**config.mk**
```make
export PLATFORM = sky130hd
export DESIGN_NAME = fpa_front
export DESIGN_NICKNAME = d
export VERILOG_FILES = /design/src/fpa_pkg.sv /design/src/fpa_front.sv
export SDC_FILE = /design/constraint.sdc
export NUM_CORES = 2
export LEC_CHECK = 0
export BUFFER_PORTS_ARGS = -buffer_cell sky130_fd_sc_hd__buf_2
export CAP_MARGIN = 20
export CORE_UTILIZATION = 30
export DETAILED_ROUTE_END_ITERATION = 16
export PLACE_DENSITY = 0.43
export SETUP_SLACK_MARGIN = 0.1
export SLEW_MARGIN = 20
export SYNTH_ARGS = -nofsm -noshare
export SYNTH_HDL_FRONTEND = slang
export SYNTH_SLANG_ARGS = --single-unit
export TNS_END_PERCENT = 1
```
**constraint.sdc**
```tcl
create_clock -name clk -period 5.4 [get_ports clk]
set_clock_uncertainty 0.1 [all_clocks]
set_input_delay 0.54 -clock clk [delete_from_list [all_inputs] [get_ports clk]]
set_output_delay 0.54 -clock clk [all_outputs]
set_load 0.01 [all_outputs]
```
**src/fpa_pkg.sv**
```systemverilog
package fpa_pkg;

    localparam int FRAC_BITS_DEFAULT = 8;
    localparam int DATA_W = 32;
    localparam int OP_W = 4;
    localparam int QUO_W = 64;
    localparam int QUO_BITS_PER_CELL = 2;
    localparam int NUM_CELLS = QUO_W / QUO_BITS_PER_CELL;

    typedef enum logic [OP_W-1:0] {
        OP_ADD      = 4'd0,
        OP_SUB      = 4'd1,
        OP_MUL      = 4'd2,
        OP_DIV      = 4'd3,
        OP_GT       = 4'd4,
        OP_LT       = 4'd5,
        OP_GE       = 4'd6,
        OP_LE       = 4'd7,
        OP_EQ       = 4'd8,
        OP_NE       = 4'd9,
        OP_MIN      = 4'd10,
        OP_MAX      = 4'd11,
        OP_INC      = 4'd12,
        OP_DEC      = 4'd13,
        OP_FROM_INT = 4'd14,
        OP_TO_INT   = 4'd15
    } opcode_t;

    // Payload that travels down the divider chain with each beat.
    typedef struct packed {
        logic                    valid;
        logic                    is_div;
        logic                    neg;
        logic                    dz;
        logic                    cmp;
        logic [DATA_W-1:0]       res;
        logic [QUO_W-1:0]        rem;
        logic [QUO_W-1:0]        num;
        logic [DATA_W-1:0]       den;
    } cell_t;

endpackage

```
**src/fpa_front.sv**
```systemverilog
module fpa_front
    import fpa_pkg::*;
#(
    parameter int FRAC_BITS = FRAC_BITS_DEFAULT
)
(
    input  logic                     clk,
    input  logic                     rst_n,
    input  logic                     advance,
    input  logic                     in_valid,
    input  logic [OP_W-1:0]          opcode,
    input  logic signed [DATA_W-1:0] operand_a,
    input  logic signed [DATA_W-1:0] operand_b,
    output cell_t                    cell_out
);

    // Stage one registers the operands and the product; stage two finishes.
    logic                            s1_valid_reg;
    logic [OP_W-1:0]                 s1_op_reg;
    logic signed [DATA_W-1:0]        s1_a_reg;
    logic signed [DATA_W-1:0]        s1_b_reg;
    logic signed [2*DATA_W-1:0]      s1_prod_reg;
    logic signed [2*DATA_W-1:0]      prod_next;
    cell_t                           cell_next;
    cell_t                           cell_reg;

    assign prod_next = 64'(operand_a) * 64'(operand_b);

    always_ff @(posedge clk or negedge rst_n)
    begin
        if (!rst_n)
        begin
            s1_valid_reg <= 1'b0;
        end
        else if (advance)
        begin
            s1_valid_reg <= in_valid;
        end
    end

    always_ff @(posedge clk)
    begin
        if (advance)
        begin
            s1_op_reg   <= opcode;
            s1_a_reg    <= operand_a;
            s1_b_reg    <= operand_b;
            s1_prod_reg <= prod_next;
        end
    end

    always_comb
    begin
        logic signed [2*DATA_W-1:0] prod_sh;
        logic [DATA_W-1:0] abs_a;
        logic [DATA_W-1:0] abs_b;
        logic lt;
        logic gt;
        prod_sh = s1_prod_reg >>> FRAC_BITS;
        abs_a = s1_a_reg[DATA_W-1] ? DATA_W'(-s1_a_reg) : DATA_W'(s1_a_reg);
        abs_b = s1_b_reg[DATA_W-1] ? DATA_W'(-s1_b_reg) : DATA_W'(s1_b_reg);
        lt = s1_a_reg < s1_b_reg;
        gt = s1_a_reg > s1_b_reg;
        cell_next = '0;
        cell_next.valid = s1_valid_reg;
        cell_next.den = abs_b;
        cell_next.num = {{(QUO_W-DATA_W){1'b0}}, abs_a} << FRAC_BITS;
        cell_next.neg = s1_a_reg[DATA_W-1] ^ s1_b_reg[DATA_W-1];
        unique case (opcode_t'(s1_op_reg))
            OP_ADD:      cell_next.res = s1_a_reg + s1_b_reg;
            OP_SUB:      cell_next.res = s1_a_reg - s1_b_reg;
            OP_MUL:      cell_next.res = prod_sh[DATA_W-1:0];
            OP_DIV:
            begin
                cell_next.is_div = (s1_b_reg != '0);
                cell_next.dz = (s1_b_reg == '0);
            end
            OP_GT:       cell_next.cmp = gt;
            OP_LT:       cell_next.cmp = lt;
            OP_GE:       cell_next.cmp = !lt;
            OP_LE:       cell_next.cmp = !gt;
            OP_EQ:       cell_next.cmp = (s1_a_reg == s1_b_reg);
            OP_NE:       cell_next.cmp = (s1_a_reg != s1_b_reg);
            OP_MIN:      cell_next.res = lt ? s1_a_reg : s1_b_reg;
            OP_MAX:      cell_next.res = gt ? s1_a_reg : s1_b_reg;
            OP_INC:      cell_next.res = s1_a_reg + DATA_W'(1);
            OP_DEC:      cell_next.res = s1_a_reg - DATA_W'(1);
            OP_FROM_INT: cell_next.res = s1_a_reg << FRAC_BITS;
            OP_TO_INT:   cell_next.res = s1_a_reg >>> FRAC_BITS;
            default:     cell_next.res = '0;
        endcase
    end

    always_ff @(posedge clk or negedge rst_n)
    begin
        if (!rst_n)
        begin
            cell_reg <= '0;
        end
        else if (advance)
        begin
            cell_reg <= cell_next;
        end
    end

    assign cell_out = cell_reg;

endmodule

```
After elaboration in Yosys (flattened, before gate mapping). Cells that the tools add are included.

Bits in registers: 210. Input bits: 72. Output and inout bits: 197. Logic and storage cells: 53.

Add/sub/neg operators: 6. Multipliers: 1. Order comparisons: 2. Eq/ne operators: 17. Mux-type cells: 8. Bitwise logic cells: 1. Reduce and logical (&&, ||, !) cells: 5.

Operators with widths (count): case mux 32 bit (9 select lines) (1); two-way mux 32 bit (4); negation 32 bit (2); multiplier 32 x 32 -> 40 bit (1); adder 32 x 2 -> 32 bit, second input constant (1); adder 32 bit (1); equality test 32 bit (1); equality test 4 bit, second input constant (8); greater-than comparator 32 bit (1); logical NOT 32 bit (1); less-than comparator 32 bit (1); inequality test 32 bit (1); nonzero test 32 bit (1); subtractor 32 x 2 -> 32 bit, second input constant (1); subtractor 32 bit (1); equality test 4 x 3 -> 1 bit, second input constant (4); equality test 4 x 2 -> 1 bit, second input constant (2); case mux 1 bit (6 select lines) (1); equality test 4 x 1 -> 1 bit, second input constant (1); logical NOT 4 bit (1); logical NOT 1 bit (2); two-way mux 1 bit (2); bitwise XOR 1 bit (1).

Longest topological paths before layout.
Depth after elaboration: 3. Depth in mapped cells: 27. Mapped depth without buffers: 25.

Worst setup path before layout. No wires, ideal clock.

Path type: input to register. Start point: input operand_a[12]. End point: register s1_prod_reg[32] (data pin). Setup time: 0.262 ns. Data arrival time: 7.056 ns. Data required time: 5.038 ns. Path slack: -2.018 ns. Cell stages on the path: 25. Buffers on the path: 2. Cell sequence: clkbuf_1 clkbuf_1 and2_1 fa_1 fa_1 fa_1 inv_1 fa_1 inv_1 fa_1 inv_1 fa_1 inv_1 fa_1 fa_1 ha_1 a211o_1 a21oi_1 o41ai_1 a22o_1 nor3_1 nor3_1 o31a_1 o31ai_1 xnor2_1.

Cells in the longest elaborated chain, start to end: 1.

RTL lines: start, declared (line fpa_front.sv:12) `input logic signed [DATA_W-1:0] operand_a,`; multiplier 32 x 32 -> 40 bit (line fpa_front.sv:27) `assign prod_next = 64'(operand_a) * 64'(operand_b);`; named net prod_next[32] (line fpa_front.sv:23) `logic signed [2*DATA_W-1:0] prod_next;`; end signal, assigned (line fpa_front.sv:48) `s1_prod_reg <= prod_next;`; end, declared (line fpa_front.sv:22) `logic signed [2*DATA_W-1:0] s1_prod_reg;`.

The timed path passes the listed nets, and every way through them passes these cells. A chain may end at the register's enable or synchronous reset.

Worst setup path in the final report.
Start point: input operand_b[4]. End point: register s1_prod_reg[38] (data pin).

Cells in the longest elaborated chain, start to end: 1.

RTL lines: start, declared (line fpa_front.sv:13) `input logic signed [DATA_W-1:0] operand_b,`; multiplier 32 x 32 -> 40 bit (line fpa_front.sv:27); named net prod_next[38] (line fpa_front.sv:23).

The timed path passes the listed nets, and every way through them passes these cells.

==> impl_metrics.yaml <==
placement:
  port_buffers: 172
  gp_congestion: 0.927
  dpl.hpwl_um: 109000
  dpl.cell_count: 6056
floorplan:
  start_util: 0.303
  die_w_um: 353
  design.core.area_um2: 122000
  row_count: 128
  die_area_um2: 125000
  die_h_um: 353
  ioPinCount: 269
critical_path:
  cp_max_fo: 9
  crit_path_start_kind: "primary input"
  slowest_stage: "fa_1"
  crit_end: "s1_prod_reg[38]"
  setup.worst_path.class: "in2reg"
  rrSetupSlack_ns: 0.42
  critPathLaunch: "operand_b[4]"
  required_ns: 5.60
  r2r-end: "cell_out[191]"
  worstReg2RegStart: "s1_b_reg[1]"
  worst-path-buf-inv: 7
  cp_slowest_stage_delay_ns: 0.55
  cp_top_family: "adder cells"
  crit_top_cell: "fa_1"
  rr_worst_depth: 19
  critPathCaptureType: "flop"
  path_depth: 25
  arrival_ns: 7.13
logic_synthesis:
  synth-edff-count: 100
  synthesis.instances: 4054
  synthFlopType: "dfrtp_1"
  avgSynthCellArea_um2: 9.14
  async_flop_share: 0.505
  ys_ff_latch: 202
  ys_seq_area_frac: 0.150
  yosysWarnings: 0
  yosysUniqueCellTypes: 79
  syn_area_um2: 37100
finish:
  syn_to_final_growth_pct: 17.3
  final_common_cell: "inv_1"
  mostFrequentLayoutCells: "inv_1 (701), fa_1 (637), and2_1 (440)"
  instances_no_fill: 6102
  final_nets: 5394
  largest_reg_flops: 101
  final_util: 0.356
  drive_gt1_frac: 0.158
  fillers: 12666
clock_tree:
  clkLatencyLatePin_ns: 0.56
  cts-buffers-inserted: 24
  cts.clk_slew.worst_paths_ns: 0.06
  post_cts_buffers: 0
  clockBufferDepth: 3
  h-tree-depth: 1
  cts-root-buf: "clkbuf_16"
  numClockSinks: 202
  cts_tree: "done"
sta:
  whs_ns: 0.0201
  final_hold_viol_count: 0
  fin_crit_sh: 1.28
  fmax_ghz: 0.144
  period_minus_slack_ns: 6.93
  drv_slew: 0
  finalSetupTns_ns: -30.47
  setup_ws_ns: -1.53
  rsz0062_at_grt: "true"
  slew_headroom: 0.405
  tightest_slew_ns: 0.893
  setup_viol: 29
routing:
  routed_via_density: 4.73
  postRouteAntennaNets: 0
  firstDrtPassIters: 7
  wl_um: 129000
  drtIter0Drc: 1730
  wire_per_inst_um: 21.1
  drc: 0
  vias: 28845
global_routing:
  grt_usage: 0.208
  grt_max_degree: 123
  antenna_found_initial: 19
  overflow: 0
  grt_pass1_wl_um: 197000
  grt_pass1_vias: 30623
status:
  violations: "negative setup slack"
  status: "finished, violations left"
run:
  drv_cap: 0
min_path:
  hp-class: "in2async"
[Yosys cell counts (all sizes together) (100+ instances only)]
cell type  number  share of area
inv           702          0.071
dfrtp         102          0.069
edfxtp        100          0.081
nor2          145          0.015
a21oi         186          0.025
fa            644           0.35
clkbuf        202          0.020
and2          440          0.074
buf           105          0.021
nand2         425          0.043
ha            221          0.075
xnor2         150          0.035
[cells by family after synthesis]
| group | synth area share |
|---|---|
| adders and majority gates | 0.422 |
| xor gates and xnor gates | 0.0496 |
| DFF | 0.150 |
| muxes | 0.00368 |
| buffers and inverters | 0.112 |
| and+or+nand+nor | 0.167 |
| other | 0.000101 |
| AOI/OAI and AO/OA | 0.0945 |
[stage by stage]
step                worst slack [ns]  area, um2
global route                   -1.80      43500
detailed placement             -2.24      42400
floorplan                      -1.76      37500
CTS                            -1.59      43300
finish                         -1.53      43500
global placement               -2.23      42400
[worst min-delay path by stage]
stage	from	to	slack [ns]
final	rst_n	s1_valid_reg	0.02
after floorplan	rst_n	cell_out[0]	0.14
after global placement	cell_out[163]	cell_out[163]	0.37
after CTS	rst_n	s1_valid_reg	0.03
after detailed placement	cell_out[163]	cell_out[163]	0.37
after global routing	opcode[3]	s1_op_reg[3]	0.06
[what timing repair did]
item	4_1_cts	5_1_grt
endpoints found under the hold margin	0	0
pin swaps	3	10
gates resized for setup	24	42
hold buffers	0	0
endpoints found under the setup margin	30	35
[layer usage]
layer | GRT usage | vias to the layer above | wire length (um)
met2 | 0.328 | 741 | 56400
met4 | 0.0427 | 26 | 2910
li1 | - | 13340 | -
met5 | 0 | - | 157
met3 | 0.0224 | 148 | 6430
met1 | 0.306 | 14590 | 62700
[final cells by class]
class	count	area, um2	area share
Multi-Input combinational cell	2937	27900	0.643
Sequential cell	202	5560	0.128
Timing Repair Buffer	589	4470	0.103
Inverter	703	2640	0.0607
Tap cell	1625	2030	0.0468
Clock buffer	32	697	0.0160
Clock inverter	12	131	0.00302
Antenna cell	2	5.00	0.000115
Power is left out: the tool's default activity adds up to more than one toggle a clock period on the data nets, which glitch-free logic cannot reach.
