--- config.mk ---
export PLATFORM = sky130hd
export DESIGN_NAME = fpa_cell
export DESIGN_NICKNAME = d
export VERILOG_FILES = /design/src/fpa_pkg.sv /design/src/fpa_cell.sv
export SDC_FILE = /design/constraint.sdc
export NUM_CORES = 1
export LEC_CHECK = 0
export BUFFER_PORTS_ARGS = -buffer_cell sky130_fd_sc_hd__buf_2
export CAP_MARGIN = 40
export CORE_UTILIZATION = 55
export CTS_BUF_LIST = sky130_fd_sc_hd__clkbuf_16
export CTS_CLUSTER_DIAMETER = 80
export CTS_CLUSTER_SIZE = 20
export DETAILED_ROUTE_END_ITERATION = 10
export PLACE_DENSITY = 0.95
export SYNTH_ARGS = -nofsm -noshare
export SYNTH_HDL_FRONTEND = slang
export SYNTH_SLANG_ARGS = --single-unit
--- constraint.sdc ---
create_clock -name clk -period 1.3 [get_ports clk]
set_input_delay 0.39 -clock clk [delete_from_list [all_inputs] [get_ports clk]]
set_output_delay 0.39 -clock clk [all_outputs]
set_load 0.03 [all_outputs]
--- src/fpa_pkg.sv ---
package fpa_pkg;

    localparam int FRAC_BITS_DEFAULT = 8;
    localparam int DATA_W = 32;
    localparam int OP_W = 4;
    localparam int QUO_W = 64;
    localparam int QUO_BITS_PER_CELL = 2;
    localparam int NUM_CELLS = QUO_W / QUO_BITS_PER_CELL;

    typedef enum logic [OP_W-1:0] {
        OP_ADD      = 4'd0,
        OP_SUB      = 4'd1,
        OP_MUL      = 4'd2,
        OP_DIV      = 4'd3,
        OP_GT       = 4'd4,
        OP_LT       = 4'd5,
        OP_GE       = 4'd6,
        OP_LE       = 4'd7,
        OP_EQ       = 4'd8,
        OP_NE       = 4'd9,
        OP_MIN      = 4'd10,
        OP_MAX      = 4'd11,
        OP_INC      = 4'd12,
        OP_DEC      = 4'd13,
        OP_FROM_INT = 4'd14,
        OP_TO_INT   = 4'd15
    } opcode_t;

    // Payload that travels down the divider chain with each beat.
    typedef struct packed {
        logic                    valid;
        logic                    is_div;
        logic                    neg;
        logic                    dz;
        logic                    cmp;
        logic [DATA_W-1:0]       res;
        logic [QUO_W-1:0]        rem;
        logic [QUO_W-1:0]        num;
        logic [DATA_W-1:0]       den;
    } cell_t;

endpackage

--- src/fpa_cell.sv ---
module fpa_cell
    import fpa_pkg::*;
(
    input  logic  clk,
    input  logic  rst_n,
    input  logic  advance,
    input  cell_t cell_in,
    output cell_t cell_out
);

    cell_t cell_reg;
    cell_t cell_next;

    // Two restoring division steps: shift in one dividend bit, try to subtract.
    always_comb
    begin
        logic [QUO_W:0] trial;
        logic [QUO_W-1:0] rem;
        logic [QUO_W-1:0] num;
        cell_next = cell_in;
        rem = cell_in.rem;
        num = cell_in.num;
        for (int i = 0; i < QUO_BITS_PER_CELL; i++)
        begin
            rem = {rem[QUO_W-2:0], num[QUO_W-1]};
            num = {num[QUO_W-2:0], 1'b0};
            trial = {1'b0, rem} - {{(QUO_W-DATA_W+1){1'b0}}, cell_in.den};
            if (!trial[QUO_W])
            begin
                rem = trial[QUO_W-1:0];
                num[0] = 1'b1;
            end
        end
        cell_next.rem = rem;
        cell_next.num = num;
    end

    always_ff @(posedge clk or negedge rst_n)
    begin
        if (!rst_n)
        begin
            cell_reg <= '0;
        end
        else if (advance)
        begin
            cell_reg <= cell_next;
        end
    end

    assign cell_out = cell_reg;

endmodule

==> impl_summary.log, run 1 <==
[metrics] outcome: aborted with a tool error
[metrics] last flow stage reached: global routing
[metrics] First Error: [ERROR GRT-0116] Global routing finished with congestion. Check the congestion regions in the DRC Viewer.
[metrics] syn_area_per_cell: 9.376 um^2
[metrics] vias in the first global route: 26360
[metrics] overall overflow remaining after global route: 3390
[metrics] Root Driver: sky130_fd_sc_hd__clkbuf_16
[metrics] Die Width: 159.6 um
[metrics] weighted congestion at the end of routability-driven global placement: 1.128
[metrics] global-route wire length before repair: approximately 200000 um
[metrics] Detail Placement HPWL: 48590 um
[metrics] Yosys warning count: 0
[metrics] placed cell count: about 2600
[metrics] main flop type after synthesis: sky130_fd_sc_hd__dfrtp_1
[metrics] Synth Instances: 1457
[metrics] maximum buffer depth of the clock tree: 2
[metrics] Die Ht: approximately 160 um
[metrics] number of flops mapped to enable cells by yosys: 0
[metrics] Overall Global Routing Usage: 1.090
[metrics] count of clock tree sinks: 197
[metrics] post-synth net total: 1723
[metrics] CTS buffer count: 17
[metrics] I/O pins: about 400
[metrics] site row count: 57
[metrics] H-tree depth: 4
[metrics] flops & latches, synth: between 150 and 200
[metrics] starting density of the core: 0.5617
[metrics] total standard cell area after synthesis: 13660 um^2
[metrics] DP Area: 19730 um^2
[metrics] Port-buffer cells: 395
[metrics] post-synthesis async set-or-reset flop share: 1.000
[metrics] maximum number of pins on one net before global-route repair: 56
[metrics] post-synth cell types: 89
[metrics] register area share after synthesis: 0.3609
[kinds of logic after synthesis]
logic type | synth area share
compound gates | 0.1697
xor+xnor | 0.05899
fa+ha+maj | 0.06155
buf+inv | 0.03709
flops | 0.3609
mux | 0.1401
simple gates | 0.1716
[Yosys cell counts (5+ instances only)]
| cell | instances | area, um^2 |
|---|---|---|
| sky130_fd_sc_hd__a21oi_1 | 117 | 585.6 |
| sky130_fd_sc_hd__o31ai_1 | 8 | 60.06 |
| sky130_fd_sc_hd__a21o_1 | 27 | 202.7 |
| sky130_fd_sc_hd__mux2i_1 | 27 | 270.3 |
| sky130_fd_sc_hd__o21a_1 | 13 | 97.59 |
| sky130_fd_sc_hd__o21ai_1 | 7 | 35.03 |
| sky130_fd_sc_hd__nor3b_1 | 5 | 37.54 |
| sky130_fd_sc_hd__a31oi_1 | 23 | 143.9 |
| sky130_fd_sc_hd__or2_2 | 6 | 37.54 |
| sky130_fd_sc_hd__ha_1 | 64 | 800.8 |
| sky130_fd_sc_hd__or4_1 | 5 | 37.54 |
| sky130_fd_sc_hd__nor2b_1 | 8 | 50.05 |
| sky130_fd_sc_hd__buf_1 | 8 | 30.03 |
| sky130_fd_sc_hd__or3_1 | 12 | 75.07 |
| sky130_fd_sc_hd__a21boi_0 | 5 | 37.54 |
| sky130_fd_sc_hd__o2111ai_1 | 7 | 61.31 |
| sky130_fd_sc_hd__o211ai_1 | 11 | 82.58 |
| sky130_fd_sc_hd__clkbuf_1 | 38 | 142.6 |
| sky130_fd_sc_hd__nand3b_1 | 5 | 37.54 |
| sky130_fd_sc_hd__nor2_1 | 145 | 544.3 |
| sky130_fd_sc_hd__xnor2_1 | 52 | 455.4 |
| sky130_fd_sc_hd__and3_1 | 8 | 50.05 |
| sky130_fd_sc_hd__dfrtp_1 | 197 | 4930 |
| sky130_fd_sc_hd__o21bai_1 | 9 | 67.56 |
| sky130_fd_sc_hd__nand2_1 | 91 | 341.6 |
| sky130_fd_sc_hd__a211o_1 | 7 | 61.31 |
| sky130_fd_sc_hd__o21ai_0 | 46 | 230.2 |
| sky130_fd_sc_hd__inv_1 | 55 | 206.5 |
| sky130_fd_sc_hd__nor3_1 | 37 | 185.2 |
| sky130_fd_sc_hd__nand4_1 | 30 | 187.7 |
| sky130_fd_sc_hd__nand3_1 | 25 | 125.1 |
| sky130_fd_sc_hd__nand2b_1 | 17 | 106.4 |
| sky130_fd_sc_hd__and4_1 | 10 | 87.58 |
| sky130_fd_sc_hd__a211oi_1 | 14 | 105.1 |
| sky130_fd_sc_hd__mux2_2 | 145 | 1633 |
| sky130_fd_sc_hd__xor2_1 | 40 | 350.3 |
| sky130_fd_sc_hd__buf_2 | 18 | 90.09 |
| sky130_fd_sc_hd__nor4b_1 | 7 | 61.31 |
| sky130_fd_sc_hd__and2_1 | 5 | 31.28 |
| sky130_fd_sc_hd__nor4_1 | 21 | 131.4 |
[per-stage QoR]
| step | utilization | worst slack [ps] |
|---|---|---|
| 3_3_place_gp | 0.8113 | -4448 |
| 4_1_cts | 0.9737 | -3916 |
| 2_1_floorplan | - | -4238 |
| 3_5_place_dp | 0.8113 | -4898 |
[repair_timing]
| item | in CTS |
|---|---|
| gates resized for setup | 634 |
| pin swaps | 94 |
| hold buffers | 1 |
| endpoints found under the setup margin | 263 |
| endpoints found under the hold margin | 26 |
| cloned | 4 |
| buffers inserted | 114 |
[metal layers]
layer | GRT usage | GRT overflow
met2 | 1.248 | 1640
met3 | 1.006 | 420
met4 | 0.9760 | 458
met1 | 1.069 | 798
met5 | 0.9186 | 74
==> inputs of run 2 (changes only) <==
==> config.mk (replaced) <==
export PLATFORM = sky130hd
export DESIGN_NAME = fpa_cell
export DESIGN_NICKNAME = d
export VERILOG_FILES = /design/src/fpa_pkg.sv /design/src/fpa_cell.sv
export SDC_FILE = /design/constraint.sdc
export NUM_CORES = 1
export LEC_CHECK = 0
export BUFFER_PORTS_ARGS = -buffer_cell sky130_fd_sc_hd__buf_2
export CAP_MARGIN = 40
export CORE_UTILIZATION = 40
export DETAILED_ROUTE_END_ITERATION = 10
export PLACE_DENSITY_LB_ADDON = 0.15
export SYNTH_ARGS = -nofsm -noshare
export SYNTH_HDL_FRONTEND = slang
export SYNTH_SLANG_ARGS = --single-unit
==> run 2 against run 1 <==
The flow now finishes, with violations (negative setup slack). Synthesized cell count did not move. Synthesized area unchanged.
==> impl_summary.log, run 2 <==
[metrics] outcome: complete, but fails checks
[metrics] failing checks: negative setup slack
[metrics] worst setup path endpoint: cell_out[97]
[metrics] share of final-layout standard cells stronger than drive strength 1: 0.5677
[metrics] clock transition at the register clock pins on the worst setup and hold paths after CTS: ~80 ps
[metrics] commonest cells in the synthesized netlist: 197 x sky130_fd_sc_hd__dfrtp_1, 145 x sky130_fd_sc_hd__mux2_2, 145 x sky130_fd_sc_hd__nor2_1
[metrics] Reg-to-Reg End: cell_out[159]
[metrics] setup repair after global routing missed its margin: true
[metrics] site row count: 67
[metrics] Lkg Pwr: 11.10 nW
[metrics] CTS tree: yes
[metrics] most common cell after layout, fill and taps aside: sky130_fd_sc_hd__buf_4
[metrics] required time of the critical path: 1650 ps
[metrics] number of hold violations in the final report: 0
[metrics] main flop type after synthesis: sky130_fd_sc_hd__dfrtp_1
[metrics] total wire length after detailed routing: 58190 um
[metrics] source of the critical timing path: cell_in[4]
[metrics] weighted congestion at the end of routability-driven global placement: 0.9375
[metrics] share of the core filled with cells in the final layout: 0.7091
[metrics] Highest Clock Rate: 0.1896 GHz
[metrics] Net count, final: between 2000 and 3000
[metrics] Yosys warning count: 0
[metrics] detailed-routing wirelength on met1: 24690 um
[metrics] maximum number of pins on one net before global-route repair: 48
[metrics] Root Driver: sky130_fd_sc_hd__clkbuf_16
[metrics] Slew Limit Headroom: 0.5724
[metrics] worst reg2reg setup slack: a little over 300 ps
[metrics] placement-stage worst setup slack: -4818 ps
[metrics] startpoint of the most critical register-to-register path: cell_out[159]
[metrics] global-route wire length before repair: between 80000 and 90000 um
[metrics] category of the worst setup path capture point: flop
[metrics] class of the most critical hold timing path: in -> reg
[metrics] flops & latches, synth: 197
[metrics] 1st-iter DRT viols: 998
[metrics] total DRC errors in the routed layout: 0
[metrics] routed wire length on met3: between 3000 and 4000 um
[metrics] syn_area_per_cell: 9.376 um^2
[metrics] worst-case reg-to-reg path depth: 2
[metrics] number of flops mapped to enable cells by yosys: 0
[metrics] cells taking the most area after synthesis: sky130_fd_sc_hd__dfrtp_1 36%, sky130_fd_sc_hd__mux2_2 12%, sky130_fd_sc_hd__ha_1 5.9%, sky130_fd_sc_hd__a21oi_1 4.3%, sky130_fd_sc_hd__nor2_1 4.0%
[metrics] overall overflow remaining after global route: 0
[metrics] total standard cell area after synthesis: 13660 um^2
[metrics] number of detailed-route iterations in the first pass: 7
[metrics] count of clock tree sinks: 197
[metrics] post-synth cell types: 89
[metrics] number of failing setup endpoints in the final timing report: 263
[metrics] Tightest Pin Transition: 638.9 ps
[metrics] routed vias/inst: approximately 5.4
[metrics] CTS buffer count: 17
[metrics] data arrival time of the critical path: 5630 ps
[metrics] maximum clock skew at final layout: 0 ps
[metrics] Synth Instances: 1457
[metrics] final setup margin: -3974 ps
[metrics] number of flip-flops in the largest register: slightly below 200
[metrics] maximum buffer depth of the clock tree: 2
[metrics] Overall Global Routing Usage: 0.3290
[metrics] maximum VDD drop: around 1200 uV
[metrics] DP Area: 20500 um^2
[metrics] share of Yosys cell area claimed by the top area cell type: 0.3609
[metrics] register area share after synthesis: 0.3609
[metrics] commonest cells after routing, fill and taps aside: 556 x sky130_fd_sc_hd__buf_4, 212 x sky130_fd_sc_hd__buf_6, 195 x sky130_fd_sc_hd__dfrtp_1
[metrics] Port-buffer cells: 395
[metrics] Area Overhead vs Synth: 74.07%
[metrics] PwrDens: 1173 nW/um^2
[metrics] Period Utilization, post-route: 4.057
[metrics] start-to-end type of the worst setup path: in -> reg
[metrics] post-synthesis async set-or-reset flop share: 1.000
[metrics] Die Ht: 186.8 um
[metrics] maximum net fanout on the critical path: 7
[metrics] vias in the first global route: 16140
[metrics] startpoint type of the worst setup path: input port
[metrics] leading area contributor after synthesis: sky130_fd_sc_hd__dfrtp_1
[metrics] starting density of the core: 0.4074
[metrics] initial antenna violation count: 2
[metrics] final number of max-transition violations: 0
[metrics] most common cell in the netlist: sky130_fd_sc_hd__dfrtp_1
[metrics] via count of the routed design: about 15000
[metrics] Detail Placement HPWL: 43350 um
[metrics] post-route design area: approximately 24000 um^2
[metrics] WL met2: approximately 28000 um
[metrics] die area: 34890 um^2
[metrics] H-tree depth: 4
[metrics] I/O pins: 397
[metrics] clock network latency to the later pin of the worst-skew pair: 460 ps
[metrics] Die Width: 186.8 um
[metrics] WL per Instance: 20.37 um
[metrics] number of nets still failing antenna checks after routing: 0
[metrics] CORE AREA: 33530 um^2
[metrics] post-synth net total: 1723
[metrics] Highest Signal Layer: met5
[metrics] max-capacitance violation count: 0
[metrics] min Tclk post-route: 5274 ps
run 2: cell counts after synthesis:
Identical to the previous run, type by type.
run 2: worst min-delay path by stage:
| stage | cells after the start | from | slack (ps) | end |
|---|---|---|---|---|
| 2_1_floorplan | 0 | rst_n | 90 | cell_out[0] |
| 3_3_place_gp | 1 | rst_n | 280 | cell_out[145] |
| 3_5_place_dp | 1 | rst_n | 280 | cell_out[145] |
| 4_1_cts | 2 | cell_in[83] | 130 | cell_out[85] |
| 5_1_grt | 2 | cell_in[80] | 140 | cell_out[82] |
| 6_report | 2 | cell_in[83] | 150 | cell_out[85] |
run 2: cell type report:
cell class / instances / area (um^2)
fill: 2516 / 9753
multi-input combinational: 1139 / 9445
timing repair buffer: 985 / 8015
sequential: 197 / 4932
tap: 448 / 560.5
clock buffer: 18 / 439.2
inverter: 55 / 226.5
clock inverter: 14 / 157.7
antenna: 1 / 2.502
run 2: worst max-delay path: stages:
cell and delay (ps):
sky130_fd_sc_hd__buf_2 110, sky130_fd_sc_hd__inv_1 160, sky130_fd_sc_hd__ha_4 260, sky130_fd_sc_hd__o211ai_1 160
sky130_fd_sc_hd__a21oi_4 70, sky130_fd_sc_hd__o211a_1 290, sky130_fd_sc_hd__o21ai_4 280, sky130_fd_sc_hd__buf_12 150
sky130_fd_sc_hd__nand3_4 110, sky130_fd_sc_hd__buf_4 180, sky130_fd_sc_hd__a21oi_2 220, sky130_fd_sc_hd__ha_4 250
sky130_fd_sc_hd__nand2b_4 100, sky130_fd_sc_hd__a211oi_4 80, sky130_fd_sc_hd__o41a_1 370, sky130_fd_sc_hd__a311o_1 390
sky130_fd_sc_hd__a41oi_2 210, sky130_fd_sc_hd__o21a_1 260, sky130_fd_sc_hd__o31ai_4 100, sky130_fd_sc_hd__a221o_1 390
sky130_fd_sc_hd__or2_4 350, sky130_fd_sc_hd__nor3_4 230, sky130_fd_sc_hd__buf_12 170, sky130_fd_sc_hd__mux2i_2 70
sky130_fd_sc_hd__mux2_2 260
run 2: layer usage:
| layer | vias up | GRT usage |
|---|---|---|
| met1 | 7538 | 0.4193 |
| met3 | 110 | 0.06846 |
| met4 | 2 | 0.1176 |
| met5 | - | 0 |
| li1 | 7222 | - |
| met2 | 616 | 0.5504 |
run 2: power by group:
part / internal [mW] / switching (mW)
registers: 7.07 / 0.813
clock network: 2.79 / 2.85
logic: 7.09 / 7.27
total: 17.0 / 10.9
run 2: timing repair:
| action | in CTS | in global routing |
|---|---|---|
| gates resized for setup | 528 | 57 |
| cloned | 2 | 2 |
| pin swaps | 59 | 25 |
| hold endpoints to repair | 14 | 0 |
| setup endpoints to repair | 263 | 263 |
| setup buffers | 48 | 13 |
| hold buffers | 1 | 0 |
run 2: cell families after synthesis:
| group | after synthesis | synth area share |
|---|---|---|
| simple gates | 456 | 0.1716 |
| compound gates | 350 | 0.1697 |
| flops | 197 | 0.3609 |
| mux | 173 | 0.1401 |
| buf+inv | 123 | 0.03709 |
| xor+xnor | 92 | 0.05899 |
| fa+ha+maj | 66 | 0.06155 |
run 2: stage by stage:
step                instances  hold slack, ps  setup TNS (ps)  power, mW
global placement         2759           278.9         -294480      19.21
finish                   2857           146.8         -273600      27.90
detailed placement       2759           281.5         -300710      19.38
global route             2857           138.1         -290890      29.08
CTS                      2842           130.9         -266760      27.24
floorplan                1457           94.41         -269520      14.25
Power figures use the tool's default switching activity.
